File: src/rtl/core/assert_macros.svh
// Assertion helpers shared by the allocator RTL
`ifndef ASSERT_MACROS_SVH
`define ASSERT_MACROS_SVH

// Property must hold at every clock edge outside reset
`define VPA_ASSERT(label, prop, msg) \
   label: assert property (@(posedge clock) disable iff (reset) (prop)) else $error(msg);

// Implication checked in the next cycle
`define VPA_ASSERT_NEXT(label, ante, cons, msg) \
   label: assert property (@(posedge clock) disable iff (reset) (ante) |=> (cons)) \
      else $error(msg);

`endif

File: src/rtl/core/vpa_free_cell.sv
`timescale 1ns / 1ps
// One free-table slot; insertions shift the row up, removals shift it down.
module vpa_free_cell #(
   parameter int ADDR_BITS = 12
) (
   input  logic                 clock,
   input  logic                 reset,
   input  logic                 clr,
   input  logic                 up,          // take lower neighbour's word
   input  logic                 down,        // take upper neighbour's word
   input  logic                 wr,          // direct write
   input  logic                 lo_vld,
   input  logic [ADDR_BITS-1:0] lo_start,
   input  logic [ADDR_BITS:0]   lo_len,
   input  logic                 hi_vld,
   input  logic [ADDR_BITS-1:0] hi_start,
   input  logic [ADDR_BITS:0]   hi_len,
   input  logic [ADDR_BITS-1:0] wr_start,
   input  logic [ADDR_BITS:0]   wr_len,
   output logic                 vld,
   output logic [ADDR_BITS-1:0] start,
   output logic [ADDR_BITS:0]   len
);
   logic                 vld_ff, vld_in;
   logic [ADDR_BITS-1:0] start_ff, start_in;
   logic [ADDR_BITS:0]   len_ff, len_in;

   always_comb begin
      vld_in = vld_ff; start_in = start_ff; len_in = len_ff;
      if (clr) begin
         vld_in = 1'b0;
      end else if (wr) begin
         vld_in = 1'b1; start_in = wr_start; len_in = wr_len;
      end else if (up) begin
         vld_in = lo_vld; start_in = lo_start; len_in = lo_len;
      end else if (down) begin
         vld_in = hi_vld; start_in = hi_start; len_in = hi_len;
      end
   end

   always_ff @(posedge clock) begin
      if (reset) vld_ff <= 1'b0;
      else       vld_ff <= vld_in;
      start_ff <= start_in;
      len_ff   <= len_in;
   end

   assign vld = vld_ff; assign start = start_ff; assign len = len_ff;
endmodule
File: config.mk
export PLATFORM = sky130hd
export DESIGN_NAME = vpa_free_cell
export DESIGN_NICKNAME = d
export VERILOG_FILES = /design/src/rtl/core/assert_macros.svh /design/src/rtl/core/vpa_free_cell.sv
export SDC_FILE = /design/constraint.sdc
export NUM_CORES = 1
export LEC_CHECK = 0
export ABC_AREA = 1
export BUFFER_PORTS_ARGS = -buffer_cell sky130_fd_sc_hd__buf_4
export CELL_PAD_IN_SITES_DETAIL_PLACEMENT = 1
export CELL_PAD_IN_SITES_GLOBAL_PLACEMENT = 2
export CORE_MARGIN = 5
export CORE_UTILIZATION = 22
export DETAILED_ROUTE_END_ITERATION = 12
export PLACE_DENSITY = 0.86
export SYNTH_ARGS = -nofsm -noshare
export SYNTH_HDL_FRONTEND = slang
export SYNTH_SLANG_ARGS = --single-unit
File: constraint.sdc
create_clock -name clock -period 2.5 [get_ports clock]
set_input_delay 0.125 -clock clock [delete_from_list [all_inputs] [get_ports clock]]
set_output_delay 0.125 -clock clock [all_outputs]
set_load 0.03 [all_outputs]
==> metrics.cfg <==
[layout]
regArea_um2=770.7
area_delta_synth_final_pct=56.48
layout.nets=337
multi_input_area_um2=648.1
fillers=800
n_antenna_cell=0
utilization_pct=35.56
drive_above_1_share_pct=61.66

[clock_tree]
postCtsSetupBuffers=0
cts_resized=0
root_buffer=clkbuf_8
cts_hold_buf=0
insertion_delay_ns=0.27
cts.path.max_buffers=2
cts.htree.levels=1
cts.sinks=26
cts_tree=built
cts.clk_slew.worst_paths_ns=0.10
numCtsBuffers=3

[floorplanning]
num_rows=30
die_h_um=93.78
die_w_um=93.78
core_um2=6794
start_util_pct=22.73
die_area_um2=8794
io_pins=109

[worst_setup_path]
max_stage_delay_ns=0.35
crit_path_frequent_cell=buf_4
startpoint_type=input port
end_kind=register
slowest_stage=buf_4
reg2reg_from=vld
cp_cell_sequence=buf_4 > inv_4 > a21oi_4 > buf_4
critPathBufInv=3
arrival_ns=1.26
timing.critical_path.from=wr
critical-path-top-delay-family=buffers and inverters
required_ns=2.45
crit_path_max_fanout=28
crit_type=in2reg

[synthesis]
synth_top_family_by_area=compound AO/OA/AOI/OAI gates
ys_seq_area_share_pct=49.92
synth_area_um2=1544
ys_seq_elements=26
synthesis.nets=233
synth_compound_area_share_pct=26.82
synth.distinct_cells=15
synthMuxAreaShare_pct=0
synthSimpleGateAreaFrac_pct=14.42
synth-xor-area-share_pct=0
synth_adder_area_share_pct=0
synth_cells=150
synth_top_area_cell=edfxtp_1
netlist.area_leader.share_pct=48.62
yosys-top-cells-area=edfxtp_1 (49%), a21oi_2 (23%), nand2_1 (7.1%), nor2_1 (7.1%), buf_6 (4.4%)
ys_warn_count=0
avgSynthCellArea_um2=10.29

[drt]
drt_iter0_drc=43
ant_nets=0
drc=0
vias=1446
wl_per_cell_um=14.75
vias_per_cell=4.143
first_pass_iters=4
wl_um=5149

[place]
routabilityCongestion=0.6900
hpwl_um=3875
io_buffers=108

[timing]
whs_ns=0.06934
hold_viol=0
finClkSkew_ns=0
worstMarginPinSlew_ns=0.4954
setup-tns-final_ns=0
slew_viol_final=0
slew_headroom_pct=66.92
period_minus_slack_ns=1.315
fmax_mhz=760.4
rsz0062_at_grt=false
fin_crit_sh_pct=52.61
setup_viol=0

[min_path]
min_path_type=in2reg
holdCritStartpoint=reset

[grt]
overflow=0
grt_usage_pct=11.82
antenna_found_initial=0
grt_pass1_vias=1610
grt_pass1_wl_um=8114
grt_max_degree=30

[power]
leakage_nw=1.026
power.density_nw_per_um2=491.4
peakVddDrop_mv=0.1763

[status]
status=finished, final reports clean

[job]
maxCapViolCount=0

-- worst reg2reg max path, stage by stage, from the launching register on --
cell and delay, ns:
dfxtp_1 0.32, inv_1 0.05, nand3_1 0.07, nand2_1 0.07, nor2_1 0.03
-- path summary, 6_finish.rpt --
check	endpoint	slack [ns]	cells past startpoint
worst max-delay path	start[6]	1.18	4
worst min-delay path	vld	0.07	4
worst max register to register	vld	1.85	4
worst min register to register	vld	0.57	4
-- cells by family after synthesis --
group,count (synthesis)
AO/OA/AOI/OAI,52
AND/OR/NAND/NOR,59
buffers and inverters,13
flip-flops,26
-- cell type report --
class	count	share of cell area, %
repair buffers	109	33.87
clock buffers	4	1.864
flip-flops and latches	26	31.90
multi-input cells	111	26.83
well taps	96	4.972
inverters	3	0.5697
-- power by group --
| group | internal (W) | total, W | leakage [nW] | switching, W |
|---|---|---|---|---|
| Clock | 0.000114 | 0.000254 | 0.0228 | 0.000140 |
| Combinational | 0.000175 | 0.000388 | 0.752 | 0.000213 |
| Sequential | 0.000531 | 0.000545 | 0.252 | 0.0000138 |
-- per-stage QoR --
stage               setup slack (ns)  cell area (um2)  power (W)  std cells
CTS                            1.153             2416   0.001207        349
detailed placement            0.8569             2371  0.0009512        345
finish                         1.185             2416   0.001187        349
global route                   1.072             2416   0.001251        349
floorplan                     0.3790             1544  0.0007685        150
global placement              0.8895             2371  0.0009434        345
-- placed cells by master (no fill, tap or decap) --
master,Yosys,final
clkbuf_8,0,3
a21oi_4,0,1
clkbuf_1,0,1
o21ai_0,1,1
dfxtp_1,1,1
edfxtp_1,25,25
nand3_1,1,1
inv_1,1,1
a21oi_2,41,41
inv_2,1,1
nand2_1,29,29
a21oi_1,10,9
inv_4,1,1
buf_4,1,109
nor2_1,29,29
-- metal layers --
metal  wire length (um)  track usage (%)  share of wire, %
met2               2709            21.41                53
met4                 58            3.730               1.1
met3                404            2.885               7.8
met1               1976            13.53                38
met5                  0                0                 0
-- synth_stat cells (all sizes together) --
cell type and count:
a21oi 51, inv 3, o21ai 1, buf 9
edfxtp 25, nor2 29, clkbuf 1, nand2 29
dfxtp 1, nand3 1
-- registers in the layout (all words and copies together) (netlist names) --
signal	cells
len	13
start	12
vld	1
Note: power is estimated with default switching activity, not from simulation.
