===== src/rtl/core/assert_macros.svh =====
// Assertion helpers shared by the allocator RTL
`ifndef ASSERT_MACROS_SVH
`define ASSERT_MACROS_SVH

// Property must hold at every clock edge outside reset
`define VPA_ASSERT(label, prop, msg) \
   label: assert property (@(posedge clock) disable iff (reset) (prop)) else $error(msg);

// Implication checked in the next cycle
`define VPA_ASSERT_NEXT(label, ante, cons, msg) \
   label: assert property (@(posedge clock) disable iff (reset) (ante) |=> (cons)) \
      else $error(msg);

`endif


===== src/rtl/core/vpa_busy_cell.sv =====
`timescale 1ns / 1ps
// One busy-table slot; the row shifts towards slot 0 one step a cycle while shift is raised.
module vpa_busy_cell #(
   parameter int ADDR_BITS = 12
) (
   input  logic                 clock,
   input  logic                 reset,
   input  logic                 clr,
   input  logic                 shift,       // take the neighbour's word
   input  logic                 load,        // take the new job word
   input  logic                 dec,         // count down in place
   input  logic                 nb_vld,
   input  logic [ADDR_BITS-1:0] nb_start,
   input  logic [ADDR_BITS:0]   nb_len,
   input  logic [7:0]           nb_time,
   input  logic [ADDR_BITS-1:0] ld_start,
   input  logic [ADDR_BITS:0]   ld_len,
   input  logic [7:0]           ld_time,
   output logic                 vld,
   output logic [ADDR_BITS-1:0] start,
   output logic [ADDR_BITS:0]   len,
   output logic [7:0]           tleft
);
   logic                 vld_ff, vld_in;
   logic [ADDR_BITS-1:0] start_ff, start_in;
   logic [ADDR_BITS:0]   len_ff, len_in;
   logic [7:0]           time_ff, time_in;

   // next word of the slot
   always_comb begin
      vld_in = vld_ff; start_in = start_ff; len_in = len_ff; time_in = time_ff;
      if (clr) begin
         vld_in = 1'b0;
      end else if (load) begin
         vld_in = 1'b1; start_in = ld_start; len_in = ld_len; time_in = ld_time;
      end else if (shift) begin
         vld_in = nb_vld; start_in = nb_start; len_in = nb_len; time_in = nb_time;
      end else if (dec) begin
         time_in = time_ff - 8'd1;
      end
   end

   always_ff @(posedge clock) begin
      if (reset) vld_ff <= 1'b0;
      else       vld_ff <= vld_in;
      start_ff <= start_in;
      len_ff   <= len_in;
      time_ff  <= time_in;
   end

   assign vld = vld_ff; assign start = start_ff; assign len = len_ff; assign tleft = time_ff;
endmodule


===== config.mk =====
export PLATFORM = sky130hd
export DESIGN_NAME = vpa_busy_cell
export DESIGN_NICKNAME = d
export VERILOG_FILES = /design/src/rtl/core/assert_macros.svh /design/src/rtl/core/vpa_busy_cell.sv
export SDC_FILE = /design/constraint.sdc
export NUM_CORES = 1
export LEC_CHECK = 0
export ABC_AREA = 1
export BUFFER_PORTS_ARGS = -buffer_cell sky130_fd_sc_hd__buf_2
export CORE_MARGIN = 1.5
export CORE_UTILIZATION = 38
export DETAILED_ROUTE_END_ITERATION = 12
export PLACE_DENSITY = 0.68
export SLEW_MARGIN = 0
export SYNTH_ARGS = -nofsm -noshare
export SYNTH_HDL_FRONTEND = slang
export SYNTH_SLANG_ARGS = --single-unit

===== constraint.sdc =====
create_clock -name clock -period 2.11 [get_ports clock]
set_input_delay 0 -clock clock [delete_from_list [all_inputs] [get_ports clock]]
set_output_delay 0 -clock clock [all_outputs]
set_load 0.005 [all_outputs]

==> results of run 1 <==
logic make-up (layout without fill, tap and decap cells):
kind of cell               Yosys count  after routing  synth area share
AOI/OAI and AO/OA                   19             19           0.07050
adders and majority gates            1              1          0.007193
buffers and inverters               19            178           0.06043
DFF                                 34             34            0.5813
and+or+nand+nor                    123            123            0.2806
through the flow:
stage	instance area, um2	hold WS, ns
CTS	2869	0.0002111
floorplan	1739	0.06465
detailed placement	2293	0.1657
global placement	2293	0.1622
finish	2889	0.007684
global route	2889	0.01068
layer usage:
layer  vias up  share of wire  track usage
li1        948              -            -
met1       847           0.42       0.2147
met2        72           0.51       0.3627
met3         6          0.060      0.04558
met4         0          0.012      0.06499
met5         -              0            0
worst min path at each step:
stage / start / to / depth (start not counted)
after CTS: nb_len[1] / len[1] / 3
after global routing: ld_len[3] / len[3] / 3
final: ld_len[3] / len[3] / 3
after global placement: reset / vld / 2
after detailed placement: reset / vld / 2
after floorplan: reset / vld / 1
critical path: cells and delay by family, from the launching register on:
| family | cells | cell delay (ns) |
|---|---|---|
| simple gates | 7 | 0.49 |
| flops | 1 | 0.44 |
| fa+ha+maj | 1 | 0.23 |
| buf+inv | 1 | 0.10 |
registers in the layout, summed over array words and instances (netlist names):
signal and count:
len 13, start 12, tleft 8, vld 1
cells in the mapped netlist, drive strengths merged:
library cell  instances  area share
o21ai                12       0.045
buf                   8       0.034
edfxtp               33        0.57
inv                  11       0.027
a21oi                 5       0.014
nand2               108        0.24
ha                    1      0.0072
dfxtp                 1       0.012
a31oi                 1      0.0036
a211oi                1      0.0072
nor2                 10       0.024
nand3                 5       0.014
power breakdown:
group	switching, mW	leakage [nW]	total, mW	internal, mW
clock	0.230	0.0416	0.456	0.226
sequential	0.0231	0.323	0.839	0.816
combinational	0.167	1.08	0.371	0.204
layout make-up:
class	count	area, um2
inverter	11	46.29
timing repair buffer	159	1056
fill	369	1495
clock buffer	5	68.82
multi-input combinational	143	625.6
tap	52	65.06
clock inverter	3	16.27
sequential	34	1011
what timing repair did:
| item | CTS | global route |
|---|---|---|
| endpoints found under the hold margin | 29 | 1 |
| hold buffers | 49 | 2 |
| resized for setup | 0 | 0 |
==> flow_metrics.py, run 1 <==
metrics = {
    "outcome": {
        "status": "finished clean",
    },
    "yosys": {
        "ys_seq_area_frac": 0.5813,
        "syn_avg_cell_area_um2": 8.873,
        "yosysWarnings": 0,
        "synth_cell_types": 20,
        "ys_seq_elements": 34,
        "syn_nets": 270,
        "synthCells": 196,
        "syn_area_um2": 1739,
    },
    "worst_setup_path": {
        "timing.rr.end": "tleft[6]",
        "crit_top_cell": "nand2_1",
        "r2r_slack_ns": 0.62,
        "crit_path_start_kind": "flip-flop",
        "worstPathRequired_ns": 2.15,
        "reg2regPathDepth": 9,
        "worst-path-max-fanout": 4,
        "crit_start": "tleft[0]",
        "slowest_stage": "edfxtp_1",
        "crit_end": "tleft[6]",
        "slowest_delay_ns": 0.44,
        "worstSetupEndpointType": "flip-flop",
        "worstSetupPathType": "flip-flop to flip-flop",
        "arrival_ns": 1.53,
        "worstReg2RegStart": "tleft[0]",
        "crit_chain": "inv_2 -> ha_1 -> nand2_2 -> nor2_2 -> nand2_1 -> nand2_1 -> nand3_1 -> nand2_1 -> nand2_1",
    },
    "cells_and_area": {
        "layout_commonest_cell": "buf_2",
        "instances_no_fill": 407,
        "syn2layout_area_growth_pct": 66.12,
        "final_core_util": 0.6590,
        "layout-drive-gt1-share": 0.3746,
        "final_nets": 428,
        "antenna_cells": 0,
        "final_cell_mix": "buf_2 (106), nand2_1 (104), dlygate4sd3_1 (51), edfxtp_1 (33), nor2_1 (7)",
    },
    "routing": {
        "ant_nets": 0,
        "first_pass_iters": 4,
        "num_vias": 1873,
        "avgViaCountPerCell": 4.602,
        "drt-wirelength-per-cell_um": 11.62,
        "wirelength_um": 4730,
        "drtIter0Drc": 80,
        "route.detailed.drc": 0,
    },
    "cts": {
        "cts_buffers": 5,
        "tritoncts": "done",
        "clk_path_buf_depth": 2,
        "clk_transition_reported_paths_ns": 0.07,
        "post-cts-setup-buffers": 0,
        "htree_levels": 2,
        "cts-root-buf": "clkbuf_8",
        "cts.sinks": 34,
        "insertion_delay_ns": 0.28,
    },
    "floorplan": {
        "fp.dieArea_um2": 4991,
        "die_h_um": 70.65,
        "core_area_um2": 4384,
        "initial_core_util": 0.3967,
        "die_w_um": 70.65,
        "ios": 107,
        "rows": 24,
    },
    "sta": {
        "slew_viol_final": 0,
        "rsz0062_at_grt": "false",
        "setup_ws_ns": 0.6200,
        "max_freq_mhz": 671.2,
        "finalHoldViolations": 0,
        "fin_setup_tns_ns": 0,
        "slew_headroom": 0.4937,
        "skew_ns": 0.007051,
        "setup_violations": 0,
        "worstMarginPinSlew_ns": 0.7567,
        "fin_crit_sh": 0.7062,
        "finalCriticalPeriod_ns": 1.490,
    },
    "placed_design": {
        "preCtsSetupSlack_ns": 0.6198,
        "port_buffers": 106,
        "dpl.hpwl_um": 3067,
        "placed_cells": 348,
        "place_congestion": 0.8312,
    },
    "global_routing": {
        "grtUsageTotal": 0.1935,
        "grt_overflow_total": 0,
        "antenna_found_initial": 0,
        "first_global_vias": 1878,
        "grt_max_degree": 37,
        "grt_pass1_wl_um": 7790,
    },
    "power_and_ir_drop": {
        "power_mw": 1.665,
        "p_leak_nw": 1.442,
        "powerDensity_nw_per_um2": 576.4,
        "vdd_drop_max_uv": 409.3,
    },
    "hold_path": {
        "hp-class": "input pin to flip-flop",
    },
    "flow_run": {
        "drv_cap": 0,
    },
}
Note: power is estimated with default switching activity, not from simulation.
==> run 2: changes to the inputs <==
clock period = 1.5 ns   (was 2.11 ns; I/O delays follow)
==> run 2 against run 1 <==
  * Cell area grew 3.3%
  * Non-clock buffer count grew 5
  * Combinational power grew 49%
  * Clock power grew 79%
  * Clock-buffer cell count grew 2
  * Worst hold slack lost 0.0042 ns
  * Power grew 53%
  * Core utilization grew 2.2 points
  * Sequential cell count is the same
  * Die area is the same
  * Critical path type unchanged
==> flow_metrics.py, run 2 (synthesized netlist as in run 1, its figures left out) <==
metrics = {
    "power_and_ir_drop": {
        "powerDensity_nw_per_um2": 853.5,
        "combPwrFrac": 0.218,
        "switching_share": 0.2341,
        "switching_power_mw": 0.5965,
        "intPower_mw": 1.952,
        "p_leak_nw": 1.480,
        "pwr-share-seq": 0.462,
        "p_clk_frac": 0.321,
        "vdd_drop_max_uv": 538.4,
    },
    "cts": {
        "cts-root-buf": "clkbuf_8",
        "insertion_delay_ns": 0.28,
        "cts.sinks": 34,
        "htree_levels": 2,
        "tritoncts": "done",
        "clk_path_buf_depth": 2,
        "cts_buffers": 5,
        "clk_transition_reported_paths_ns": 0.07,
        "post-cts-setup-buffers": 0,
    },
    "routing": {
        "route.detailed.drc": 0,
        "wirelength_um": 4973,
        "drt-wirelength-per-cell_um": 12.07,
        "ant_nets": 0,
        "first_pass_iters": 4,
        "num_vias": 1906,
        "drtIter0Drc": 110,
        "avgViaCountPerCell": 4.626,
    },
    "global_routing": {
        "grt_pass1_wl_um": 8259,
        "first_global_vias": 1855,
        "antenna_found_initial": 0,
        "grt_max_degree": 33,
        "grtUsageTotal": 0.2113,
        "grt_overflow_total": 0,
    },
    "sta": {
        "fin_crit_sh": 0.9308,
        "slew_headroom": 0.8227,
        "slew_viol_final": 0,
        "finalHoldViolations": 0,
        "worstMarginPinSlew_ns": 0.2660,
        "fin_setup_tns_ns": 0,
        "hold_slack_ns": 0.003533,
        "finalCriticalPeriod_ns": 1.396,
        "skew_ns": 0.002237,
        "rsz0062_at_grt": "false",
        "setup_violations": 0,
        "max_freq_mhz": 716.2,
        "setup_ws_ns": 0.1038,
    },
    "floorplan": {
        "fp.dieArea_um2": 4991,
        "die_w_um": 70.65,
        "core_area_um2": 4384,
        "rows": 24,
        "die_h_um": 70.65,
        "initial_core_util": 0.3967,
        "ios": 107,
    },
    "hold_path": {
        "hold_depth": 3,
        "hp-class": "input pin to flip-flop",
    },
    "placed_design": {
        "place_congestion": 0.8668,
        "dpl_cell_area_um2": 2321,
        "dpl.hpwl_um": 3014,
        "preCtsSetupSlack_ns": 0.03494,
        "placed_cells": 350,
        "port_buffers": 106,
    },
    "worst_setup_path": {
        "worst-path-max-fanout": 4,
        "timing.rr.end": "tleft[6]",
        "crit_end": "tleft[6]",
        "worstPathRequired_ns": 1.54,
        "worstSetupEndpointType": "flip-flop",
        "worstReg2RegStart": "tleft[0]",
        "crit_start": "tleft[0]",
        "reg2regPathDepth": 9,
        "arrival_ns": 1.43,
        "r2r_slack_ns": 0.10,
        "crit_path_start_kind": "flip-flop",
        "worstSetupPathType": "flip-flop to flip-flop",
    },
    "cells_and_area": {
        "instances_no_fill": 412,
        "final_nets": 433,
        "layout_commonest_cell": "buf_2",
        "final_cell_mix": "buf_2 (106), nand2_1 (104), dlygate4sd3_1 (54), edfxtp_1 (33), nor2_1 (7)",
        "antenna_cells": 0,
        "syn2layout_area_growth_pct": 71.65,
        "largest_reg_flops": 13,
        "fin_area_um2": 2985,
        "layout-drive-gt1-share": 0.3750,
    },
    "outcome": {
        "status": "finished clean",
    },
    "flow_run": {
        "drv_cap": 0,
    },
}
[run 2: power by group through the flow]
stage	Combinational (mW)	Sequential (mW)	Clock [mW]
floorplan	0.182	1.21	0
global placement	0.403	1.19	0
detailed placement	0.410	1.20	0
CTS	0.540	1.18	0.838
global route	0.616	1.19	0.881
finish	0.554	1.18	0.817
[run 2: layout make-up]
cell class,instances,area (um2)
Fill cell,353,1399
Timing Repair Buffer,164,1114
Sequential cell,34,1011
Multi-Input combinational cell,143,643.1
Clock buffer,7,76.32
Tap cell,52,65.06
Inverter,11,46.29
Clock inverter,1,30.03
[run 2: metrics by stage]
step           power (mW)    util
5_1_grt             2.682  0.6809
3_5_place_dp        1.607  0.5294
3_3_place_gp        1.597  0.5294
4_1_cts             2.555  0.6769
2_1_floorplan       1.391       -
6_report            2.548  0.6809
[run 2: what timing repair did]
item / in CTS / in global routing
endpoints found under the setup margin: 0 / 1
hold endpoints to repair: 30 / 0
hold buffers: 54 / 0
resized for setup: 0 / 3
[run 2: how the worst min path moves through the flow]
stage / startpoint / end / slack, ns
detailed placement: reset / vld / 0.17
finish: ld_start[2] / start[2] / 0.004
global route: nb_start[2] / start[2] / 0.02
CTS: nb_start[2] / start[2] / 0.0004
global placement: reset / vld / 0.16
floorplan: reset / vld / 0.06
[run 2: worst max-delay path, cell delays in order, from the launching register on]
cell and delay [ns]:
edfxtp_1 0.43, inv_2 0.12, ha_4 0.16, nand2_2 0.08, nor2_4 0.11, nand2_1 0.05
nand2_1 0.05, nand3_1 0.06, nand2_1 0.07, nand2_1 0.04
[run 2: layer usage]
layer | vias up | track usage | part of all wire
li1 | 959 | - | -
met1 | 848 | 0.2495 | 0.41
met2 | 91 | 0.3816 | 0.50
met3 | 8 | 0.04701 | 0.072
met4 | 0 | 0.06918 | 0.017
met5 | - | 0 | 0
